### src/hw/rtl/bcd_pkg.sv
`timescale 1ns / 1ps
package bcd_pkg;

	// Resolution of the sample path; the cut depth is limited to one below it.
	localparam int SAMPLE_BITS = 32;
	localparam logic [5:0] CUT_LIM = 6'(SAMPLE_BITS - 1);

	// Configuration port geometry.
	localparam int ADDR_W = 4;

	// Register indexes (byte address bits [3:2]).
	localparam logic [1:0] REG_BIT_CUT        = 2'd0;
	localparam logic [1:0] REG_NUDGE_FRACTION = 2'd1;
	localparam logic [1:0] REG_REPEAT_AMOUNT  = 2'd2;

	// Offset-binary conversion and Q16.16 unity.
	localparam logic [31:0] SIGN_BIT  = 32'h8000_0000;
	localparam logic [31:0] CREDIT_ONE = 32'h0001_0000;

	// Settings that the crusher datapath needs.
	typedef struct packed {
		logic signed [5:0] bit_cut;
		logic [7:0]        nudge_fraction;
	} crush_cfg_t;

endpackage

### src/hw/rtl/bcd_crush.sv
`timescale 1ns / 1ps
module bcd_crush
	import bcd_pkg::*;
(
	input  crush_cfg_t         cfg,
	input  logic signed [31:0] sample,
	input  logic signed [15:0] noise,
	output logic signed [31:0] result
);

	logic               dith;
	logic [5:0]         mag;
	logic [4:0]         m;
	logic [4:0]         m_less;
	logic [31:0]        u;
	logic [31:0]        masked;
	logic signed [9:0]  gain;
	logic signed [25:0] dprod;
	logic signed [26:0] nudge;
	logic signed [26:0] step_sum;
	logic signed [57:0] step_sum_sh;
	logic signed [57:0] w;
	logic [57:0]        wr;
	logic [34:0]        r;
	logic [31:0]        rsat;

	// Cut depth: magnitude of the signed cut, limited to one below the sample resolution.
	assign dith   = cfg.bit_cut[5];
	assign mag    = dith ? (6'd0 - $unsigned(cfg.bit_cut)) : $unsigned(cfg.bit_cut);
	assign m      = (mag > CUT_LIM) ? CUT_LIM[4:0] : mag[4:0];
	assign m_less = m - 5'd1;

	// Offset-binary word with the low bits cleared.
	assign u      = sample ^ SIGN_BIT;
	assign masked = u & (32'hFFFF_FFFF << m);

	// The half step, dither and nudge all scale with half a step, so they are summed
	// in units of 2^(m-1) first and shifted once.
	assign gain     = 10'sd256 + $signed({2'b00, cfg.nudge_fraction});
	assign dprod    = gain * noise;
	assign nudge    = $signed({4'b0000, cfg.nudge_fraction, 15'b0});
	assign step_sum = 27'sd8388608 + (dith ? 27'(dprod) : 27'sd0) + (u[m] ? -nudge : nudge);

	assign step_sum_sh = 58'(step_sum) <<< m_less;
	assign w           = $signed({3'b000, masked, 23'b0}) + step_sum_sh;

	// Round to nearest with ties upward, clamp below zero and above full scale.
	assign wr   = $unsigned(w) + 58'd4194304;
	assign r    = w[57] ? 35'd0 : wr[57:23];
	assign rsat = (|r[34:32]) ? 32'hFFFF_FFFF : r[31:0];

	// A cut of zero passes the sample untouched.
	assign result = (mag == 6'd0) ? sample : $signed(rsat ^ SIGN_BIT);

endmodule

### src/hw/rtl/bit_crush_downsample_core.sv
`timescale 1ns / 1ps
// Bit crusher with sample-and-hold decimation.
// A word passes the input register, then the result register. Throughput: one word per
// cycle unless the output stalls, set by the input register feeding the crusher datapath
// (mask, one 10x16 multiply, shift and round) straight into the result register.
// Reset clears the word valids, the configuration registers, the held sample and the credit.
module bit_crush_downsample_core
	import bcd_pkg::*;
(
	input  logic                clk,
	input  logic                arst_n,
	input  logic                in_valid,
	output logic                in_stall,
	input  logic signed [31:0]  sample_in,
	input  logic signed [15:0]  dither_noise,
	output logic                out_valid,
	input  logic                out_stall,
	output logic signed [31:0]  sample_out,
	input  logic                psel,
	input  logic                penable,
	input  logic                pwrite,
	input  logic [ADDR_W-1:0]   paddr,
	input  logic [31:0]         pwdata,
	output logic [31:0]         prdata,
	output logic                pready
);

	logic signed [5:0]  bit_cut_q;
	logic [7:0]         nudge_fraction_q;
	logic [31:0]        repeat_amount_q;
	logic [31:0]        held_q;
	logic [31:0]        credit_q;

	logic               valid_s1;
	logic signed [31:0] sample_s1;
	logic signed [15:0] noise_s1;
	logic               use_held_s1;
	logic               hold_s1;

	logic               out_valid_q;
	logic signed [31:0] out_q;

	logic               cfg_wr;
	logic               slot_free;
	logic               advance;
	logic               accept;
	logic               use_held_in;
	logic [32:0]        credit_sum;
	crush_cfg_t         crush_cfg;
	logic signed [31:0] crushed;
	logic signed [31:0] result;

	// Configuration port.
	assign pready = 1'b1;
	assign cfg_wr = psel & penable & pwrite & pready;

	always_ff @(posedge clk or negedge arst_n) begin
		if (!arst_n) begin
			bit_cut_q        <= '0;
			nudge_fraction_q <= '0;
			repeat_amount_q  <= '0;
		end else if (cfg_wr) begin
			unique case (paddr[3:2])
				REG_BIT_CUT:        bit_cut_q        <= $signed(pwdata[5:0]);
				REG_NUDGE_FRACTION: nudge_fraction_q <= pwdata[7:0];
				REG_REPEAT_AMOUNT:  repeat_amount_q  <= pwdata;
				default: ;
			endcase
		end
	end

	always_comb begin
		unique case (paddr[3:2])
			REG_BIT_CUT:        prdata = {26'b0, $unsigned(bit_cut_q)};
			REG_NUDGE_FRACTION: prdata = {24'b0, nudge_fraction_q};
			REG_REPEAT_AMOUNT:  prdata = repeat_amount_q;
			default:            prdata = '0;
		endcase
	end

	// Handshake: the input stage moves on whenever the result register is free.
	assign slot_free = !out_valid_q || !out_stall;
	assign advance   = valid_s1 && slot_free;
	assign in_stall  = valid_s1 && !slot_free;
	assign accept    = in_valid && !in_stall;

	// Decimation decision is made at acceptance; the credit only depends on earlier words.
	assign use_held_in = (repeat_amount_q != 32'd0) && (credit_q >= CREDIT_ONE);
	assign credit_sum  = {1'b0, credit_q} + {1'b0, repeat_amount_q};

	always_ff @(posedge clk or negedge arst_n) begin
		if (!arst_n) begin
			credit_q <= '0;
		end else if (accept && repeat_amount_q != 32'd0) begin
			if (use_held_in) begin
				credit_q <= credit_q - CREDIT_ONE;
			end else begin
				credit_q <= credit_sum[32] ? 32'hFFFF_FFFF : credit_sum[31:0];
			end
		end
	end

	// Input register.
	always_ff @(posedge clk or negedge arst_n) begin
		if (!arst_n) begin
			valid_s1 <= 1'b0;
		end else if (accept) begin
			valid_s1 <= 1'b1;
		end else if (advance) begin
			valid_s1 <= 1'b0;
		end
	end

	always_ff @(posedge clk) begin
		if (accept) begin
			sample_s1   <= sample_in;
			noise_s1    <= dither_noise;
			use_held_s1 <= use_held_in;
			hold_s1     <= (repeat_amount_q != 32'd0) && !use_held_in;
		end
	end

	// Crusher datapath.
	assign crush_cfg.bit_cut        = bit_cut_q;
	assign crush_cfg.nudge_fraction = nudge_fraction_q;

	bcd_crush u_crush (
		.cfg    (crush_cfg),
		.sample (sample_s1),
		.noise  (noise_s1),
		.result (crushed)
	);

	// Words leave in order, so the held sample is current when a repeat reaches here.
	assign result = use_held_s1 ? $signed(held_q) : crushed;

	always_ff @(posedge clk or negedge arst_n) begin
		if (!arst_n) begin
			held_q <= '0;
		end else if (advance && hold_s1) begin
			held_q <= $unsigned(result);
		end
	end

	// Result register.
	always_ff @(posedge clk or negedge arst_n) begin
		if (!arst_n) begin
			out_valid_q <= 1'b0;
		end else if (advance) begin
			out_valid_q <= 1'b1;
		end else if (!out_stall) begin
			out_valid_q <= 1'b0;
		end
	end

	always_ff @(posedge clk) begin
		if (advance) begin
			out_q <= result;
		end
	end

	assign out_valid  = out_valid_q;
	assign sample_out = out_q;

endmodule

### config.mk
export PLATFORM = sky130hd
export DESIGN_NAME = bit_crush_downsample_core
export DESIGN_NICKNAME = d
export VERILOG_FILES = /design/src/hw/rtl/bcd_pkg.sv /design/src/hw/rtl/bcd_crush.sv /design/src/hw/rtl/bit_crush_downsample_core.sv
export SDC_FILE = /design/constraint.sdc
export NUM_CORES = 1
export LEC_CHECK = 0
export ABC_AREA = 0
export BUFFER_PORTS_ARGS = -buffer_cell sky130_fd_sc_hd__buf_2
export CORE_UTILIZATION = 50
export CTS_BUF_LIST = sky130_fd_sc_hd__clkbuf_16
export DETAILED_ROUTE_END_ITERATION = 12
export HOLD_SLACK_MARGIN = 0.12
export PLACE_DENSITY = 0.72
export SETUP_SLACK_MARGIN = 0.15
export SYNTH_ARGS = -nofsm -noshare
export SYNTH_HDL_FRONTEND = slang
export SYNTH_SLANG_ARGS = --single-unit
### constraint.sdc
create_clock -name clk -period 12.1 [get_ports clk]
set_input_delay 0.605 -clock clk [delete_from_list [all_inputs] [get_ports clk]]
set_output_delay 0.605 -clock clk [all_outputs]
set_load 0.01 [all_outputs]
==> results of run 1 <==
through the flow:
stage          std cells  util (%)  TNS (ns)  setup WS, ns
2_1_floorplan       2453         -         0        0.0922
3_3_place_gp        3419      60.3    -24.09        -0.503
3_5_place_dp        3419      60.3    -31.87        -0.604
4_1_cts             3490      63.7     -8.97        -0.243
5_1_grt             3514      65.2    -59.78         -1.05
6_report            3516      65.2    -26.21        -0.532
flip-flops by register name (all words and copies together), names as in the netlist:
| register | cells |
|---|---|
| bit_cut_q | 6 |
| credit_q | 32 |
| held_q | 32 |
| hold_s1 | 1 |
| noise_s1 | 16 |
| nudge_fraction_q | 8 |
| out_valid | 1 |
| repeat_amount_q | 32 |
| sample_out | 32 |
| sample_s1 | 32 |
| use_held_s1 | 1 |
| valid_s1 | 1 |
synth_stat cells, types with 37 or more instances:
cell type,number,share of area [%]
clkbuf_1,91,1.6
nand3_1,54,1.2
dfrtp_1,112,13
a21o_1,37,1.3
fa_1,125,12
mux2_2,54,2.8
ha_1,152,8.8
mux2i_1,42,1.9
a21oi_1,149,3.4
xor2_1,50,2.0
nand2_1,243,4.2
nor2_1,166,2.9
o21ai_0,125,2.9
nor3_1,44,1.0
xnor2_1,58,2.3
inv_1,190,3.3
edfxtp_1,82,11
and2_1,111,3.2
metal layers:
metal	vias to the layer above	share of wire, %	GRT usage, %
met5	-	0	0
met4	0	4.2	13.3
met3	170	6.3	4.22
met2	853	47	52.7
met1	10200	42	42.4
li1	9711	-	-
critical path: cells and delay by family (launching register included):
kind                       cells  cell delay, ns
and+or+nand+nor               16            3.76
buffers and inverters          9            1.11
xor gates and xnor gates       1            0.18
muxes                          1            0.17
AOI/OAI and AO/OA             17            2.97
adders and majority gates      9            3.67
DFF                            1            0.47
cells by family after synthesis:
| family | after synthesis |
|---|---|
| flops | 194 |
| xor+xnor | 109 |
| buf+inv | 312 |
| fa+ha+maj | 277 |
| other cells | 1 |
| compound gates | 648 |
| mux | 101 |
| simple gates | 811 |
worst paths after layout:
check                                                  endpoint  cells past startpoint                   from
worst max-delay path                   sample_out[20]$_DFFE_PP_                     53  noise_s1[6]$_DFFE_PP_
worst min-delay path                     sample_s1[7]$_DFFE_PP_                      1           sample_in[7]
worst max register to register         sample_out[20]$_DFFE_PP_                     53  noise_s1[6]$_DFFE_PP_
worst min register to register            held_q[9]$_DFFE_PN0P_                      2  held_q[9]$_DFFE_PN0P_
max in group asynchronous       nudge_fraction_q[7]$_DFFE_PN0P_                      3                 arst_n
min in group asynchronous                 held_q[6]$_DFFE_PN0P_                      2                 arst_n
cell type report:
type                            instances  share of cell area, %
Multi-Input combinational cell       1948                   58.7
Timing Repair Buffer                  570                   14.7
Clock buffer                           17                   1.54
Antenna cell                            3                 0.0272
Inverter                              192                   2.62
Clock inverter                         15                  0.626
Sequential cell                       194                   19.1
Tap cell                              577                   2.62
what timing repair did:
item                                    in CTS  in global routing
gates cloned                                 1                  0
endpoints found under the setup margin      64                 64
hold buffers                                 1                  0
pin swaps                                  100                 65
resized for setup                          122                 88
buffers inserted                            37                 23
endpoints found under the hold margin       37                  0
==> impl_metrics.csv, run 1 <==
group,metric,value,unit
status,status,"finished, violations left",
status,violations,"setup timing",
worst_hold_path,hold_class,"input pin to flip-flop",
clocking,clk_latency,0.50,ns
finish,syn2layout_area_growth,27.2,%
sta,fin_crit,12.63,ns
yosys,synthesis.nets,2821,
clocking,clock-sinks,194,
sta,hold_viol,0,
yosys,synth_area_per_cell,8.84,µm²
critical_path,critPathLaunchType,"flip-flop",
critical_path,worstSetupEndpointType,"flip-flop",
detailed_routing,vias,21000,
clocking,cts_root_buf,"clkbuf_16",
floorplanning,dieWidth,210,µm
critical_path,arrival,12.85,ns
clocking,cts_tree,"yes",
floorplanning,start_util,51.2,%
global_routing,first_global_vias,20900,
yosys,synth_seq_cells,194,
run,max_cap_violations,0,
detailed_routing,drt-total-wl,70500,µm
yosys,syn_inst,2453,
yosys,synth_top_family_by_area,"compound AO/OA/AOI/OAI gates",
finish,fill_cells,3422,
yosys,synth-compound-area-share,21.1,%
sta,fin_crit_sh,104,%
yosys,synthSimpleGateAreaFrac,18.8,%
yosys,seq_area_frac_synth,24.3,%
clocking,cts.clk_slew.worst_paths,0.09,ns
yosys,synth_flop_cell,"dfrtp_1",
global_routing,grtUsageTotal,32.0,%
floorplanning,fp.dieArea,44200,µm²
clocking,clockBufferDepth,2,
sta,finalWorstSetupSlack,-0.532,ns
sta,tightest_slew,1.24,ns
global_routing,grt_pass1_wl,111000,µm
finish,final_cell_mix,"387 x buf_4, 234 x nand2_1, 186 x inv_1",
detailed_routing,avgViaCountPerCell,5.97,
sta,hold_ws,0.275,ns
clocking,htree_num_levels,4,
detailed_routing,drc,0,
sta,rsz0062_at_grt,"yes",
finish,multi_input_area,16200,µm²
global_routing,antenna_found_initial,1,
critical_path,path_common_cell,"fa_1",
critical_path,slowest_stage,"fa_1",
finish,seq_area,5270,µm²
floorplanning,die_h,210,µm
yosys,synthXorXnorAreaFrac,4.44,%
yosys,synth_edf_count,82,
critical_path,slowest_delay,0.53,ns
yosys,synthMuxAreaShare,5.19,%
yosys,synthDistinctLibCells,111,
detailed_routing,wl_per_cell,20.1,µm
placement,dpl_cell_area,25500,µm²
critical_path,path_class,"flip-flop to flip-flop",
detailed_routing,drtPass1Iterations,6,
finish,final_cell_area,27600,µm²
yosys,syn_area,21700,µm²
sta,slew-limit-headroom,17.1,%
critical_path,worstPathMaxFanout,7,
sta,clock-skew-final,0.0260,ns
finish,final_common_cell,"buf_4",
placement,io_buffers,154,
yosys,yosys.area_share.adder,20.3,%
detailed_routing,drtIter0Drc,1787,
global_routing,grt_overflow,0,
clocking,cts_made_buffers,17,
sta,final_max_slew_viol_count,0,
finish,nets,3291,
floorplanning,placementRows,75,
floorplanning,ios,158,
placement,dp_hpwl,53300,µm
critical_path,cp.required,12.32,ns
yosys,yosysWarnings,0,
finish,drive_gt1_share,29.6,%
detailed_routing,final_antenna_net_count,0,
floorplanning,core_area,42300,µm²
yosys,async_flop_share,57.7,%
placement,gp_congestion,1.05,
global_routing,grt_max_degree,76,
sta,finalSetupViolCount,64,
sta,max_freq,0.0792,GHz
critical_path,rrSetupSlack,-0.53,ns
Power of run 1 is left out: the tool's default activity adds up to more than one toggle a clock period on the data nets, which glitch-free logic cannot reach.
==> run 2: changes to the inputs <==
--- a/config.mk
+++ b/config.mk
@@ -7,6 +7,7 @@
 export LEC_CHECK = 0
 export ABC_AREA = 0
 export BUFFER_PORTS_ARGS = -buffer_cell sky130_fd_sc_hd__buf_2
+export CORE_MARGIN = 8
 export CORE_UTILIZATION = 50
 export CTS_BUF_LIST = sky130_fd_sc_hd__clkbuf_16
 export DETAILED_ROUTE_END_ITERATION = 12
@@ -15,4 +16,5 @@
 export SETUP_SLACK_MARGIN = 0.15
 export SYNTH_ARGS = -nofsm -noshare
 export SYNTH_HDL_FRONTEND = slang
+export SYNTH_HIERARCHICAL = 1
 export SYNTH_SLANG_ARGS = --single-unit
==> impl_metrics.csv, run 2 <==
group,metric,value,unit
status,status,"finished, violations left",
status,violations,"setup timing",
clocking,cts_tree,"yes",
global_routing,met2_usage,44.6,%
sta,final_max_slew_viol_count,0,
yosys,syn_area,22000,µm²
clocking,clockBufferDepth,2,
yosys,async_flop_share,57.7,%
floorplanning,placementRows,77,
yosys,synthesis.nets,2818,
critical_path,r2r_end,"held_q[26]$_DFFE_PN0P_",
detailed_routing,vias,20700,
floorplanning,die_h,226,µm
yosys,synth_area_per_cell,8.98,µm²
yosys,synth.most_common_cell,"nand2_1",
critical_path,cp.required,12.46,ns
detailed_routing,drt-total-wl,70100,µm
critical_path,critical-path-top-delay-family,"adder cells",
sta,clock-skew-final,0.0199,ns
yosys,synth_seq_cells,194,
floorplanning,core_area,43800,µm²
placement,io_buffers,154,
critical_path,arrival,12.56,ns
detailed_routing,final_antenna_net_count,0,
yosys,syn_inst,2450,
yosys,synthDistinctLibCells,115,
yosys,synth.area.top_cells,"dfrtp_1 13%, fa_1 11%, edfxtp_1 11%",
finish,drive_gt1_share,33.5,%
detailed_routing,drtPass1Iterations,5,
sta,max_freq,0.0820,GHz
sta,rsz0062_at_grt,"yes",
yosys,yosysWarnings,6,
critical_path,path_common_cell,"buf_4",
yosys,synth.largest_area_cell,"dfrtp_1",
critical_path,crit_buf_inv,9,
worst_hold_path,hold_depth,1,
clocking,cts.clk_slew.worst_paths,0.09,ns
placement,dp_cells,3380,
floorplanning,start_util,50.2,%
yosys,synthTopCellsByCount,"245 x nand2_1, 182 x inv_1, 179 x a21oi_1",
finish,fill_cells,3443,
sta,fin_crit_sh,101,%
global_routing,antenna_found_initial,1,
worst_hold_path,holdPathEnd,"noise_s1[1]$_DFFE_PP_",
clocking,cts_root_buf,"clkbuf_16",
global_routing,busiest_layer,"met2",
critical_path,rrSetupSlack,-0.1,ns
critical_path,path_class,"flip-flop to flip-flop",
critical_path,slowest_delay,0.57,ns
detailed_routing,drc,0,
detailed_routing,avgViaCountPerCell,5.94,
critical_path,worstPathMaxFanout,7,
clocking,clk_latency,0.48,ns
finish,final_common_cell,"buf_4",
floorplanning,fp.dieArea,51000,µm²
worst_hold_path,hold_class,"input pin to flip-flop",
critical_path,worstSetupEndpointType,"flip-flop",
critical_path,slowest_stage,"fa_1",
finish,nets,3245,
yosys,synth.top_cell.area_share,12.7,%
global_routing,grtUsageTotal,26.3,%
yosys,synth_flop_cell,"dfrtp_1",
placement,gp_congestion,0.967,
finish,stdcell_count,3483,
sta,finalSetupViolCount,31,
sta,tightest_slew,1.36,ns
sta,hold_viol,0,
detailed_routing,wl_per_cell,20.1,µm
sta,fin_crit,12.20,ns
sta,finalWorstSetupSlack,-0.0993,ns
global_routing,first_global_vias,20800,
finish,syn2layout_area_growth,26.3,%
yosys,synth_edf_count,82,
placement,dp_hpwl,52000,µm
global_routing,grt_max_degree,77,
floorplanning,ios,158,
clocking,clock-sinks,194,
global_routing,grt_overflow,0,
run,max_cap_violations,0,
sta,slew-limit-headroom,8.87,%
clocking,cts_made_buffers,17,
clocking,htree_num_levels,4,
worst_hold_path,min_from,"dither_noise[1]",
placement,dp_slack,-0.481,ns
critical_path,r2r_start,"noise_s1[8]$_DFFE_PP_",
global_routing,gr-usage-met1,33.9,%
critical_path,worstRegToRegCells,50,
global_routing,grt_use_met3,4.22,%
detailed_routing,drtIter0Drc,1849,
finish,final_cell_mix,"345 x buf_4, 233 x nand2_1, 172 x inv_1",
yosys,seq_area_frac_synth,23.9,%
critical_path,critPathLaunchType,"flip-flop",
floorplanning,dieWidth,226,µm
global_routing,grt_pass1_wl,108000,µm
run 2: per-stage QoR:
stage	util [%]	instance area, µm²	hold WS, ns	TNS, ns
after floorplan	-	22100	0.309	0
after global placement	57.9	25400	0.461	-6.24
after detailed placement	57.9	25400	0.490	-22.14
after CTS	60.6	26500	0.254	0
after global routing	63.4	27800	0.281	-15.13
final	63.4	27800	0.294	-1.12
run 2: cell families (layout without fill, tap and decap cells):
| group | after synthesis | after routing | synth area share, % |
|---|---|---|---|
| muxes | 168 | 168 | 8.66 |
| xor gates and xnor gates | 131 | 131 | 5.54 |
| DFF | 194 | 194 | 23.9 |
| and+or+nand+nor | 813 | 813 | 19.4 |
| AOI/OAI and AO/OA | 564 | 564 | 17.0 |
| other | 1 | 2 | 0.0170 |
| adders and majority gates | 277 | 277 | 20.0 |
| buffers and inverters | 302 | 742 | 5.39 |
run 2: what timing repair did:
action	in CTS	in global routing
cloned	1	0
pin swaps	40	119
hold endpoints to repair	36	0
setup buffers	27	41
hold buffers	1	0
gates resized for setup	90	187
setup endpoints to repair	64	64
run 2: how the worst max path moves through the flow:
stage	start	to	cells past startpoint
2_1_floorplan	nudge_fraction_q[3]$_DFFE_PN0P_	held_q[11]$_DFFE_PN0P_	53
3_3_place_gp	noise_s1[7]$_DFFE_PP_	held_q[2]$_DFFE_PN0P_	53
3_5_place_dp	nudge_fraction_q[3]$_DFFE_PN0P_	held_q[6]$_DFFE_PN0P_	55
4_1_cts	noise_s1[2]$_DFFE_PP_	held_q[18]$_DFFE_PN0P_	51
5_1_grt	noise_s1[7]$_DFFE_PP_	held_q[18]$_DFFE_PN0P_	54
6_report	noise_s1[8]$_DFFE_PP_	held_q[26]$_DFFE_PN0P_	50
run 2: cell type report:
cell class	instances	area, µm²	area share, %
Antenna cell	1	2.50	0.00901
Multi-Input combinational cell	1954	16800	60.5
Clock buffer	17	425	1.53
Sequential cell	194	5270	19.0
Inverter	185	694	2.50
Timing Repair Buffer	525	3700	13.3
Clock inverter	15	154	0.554
Tap cell	592	741	2.67
run 2: routing by layer:
metal	routed length, µm	share of wire, %	vias up
li1	-	-	9540
met1	29000	41	10200
met2	34500	49	823
met3	4430	6.3	142
met4	2170	3.1	0
met5	0	0	-
Power of run 2 is left out for the same reason.
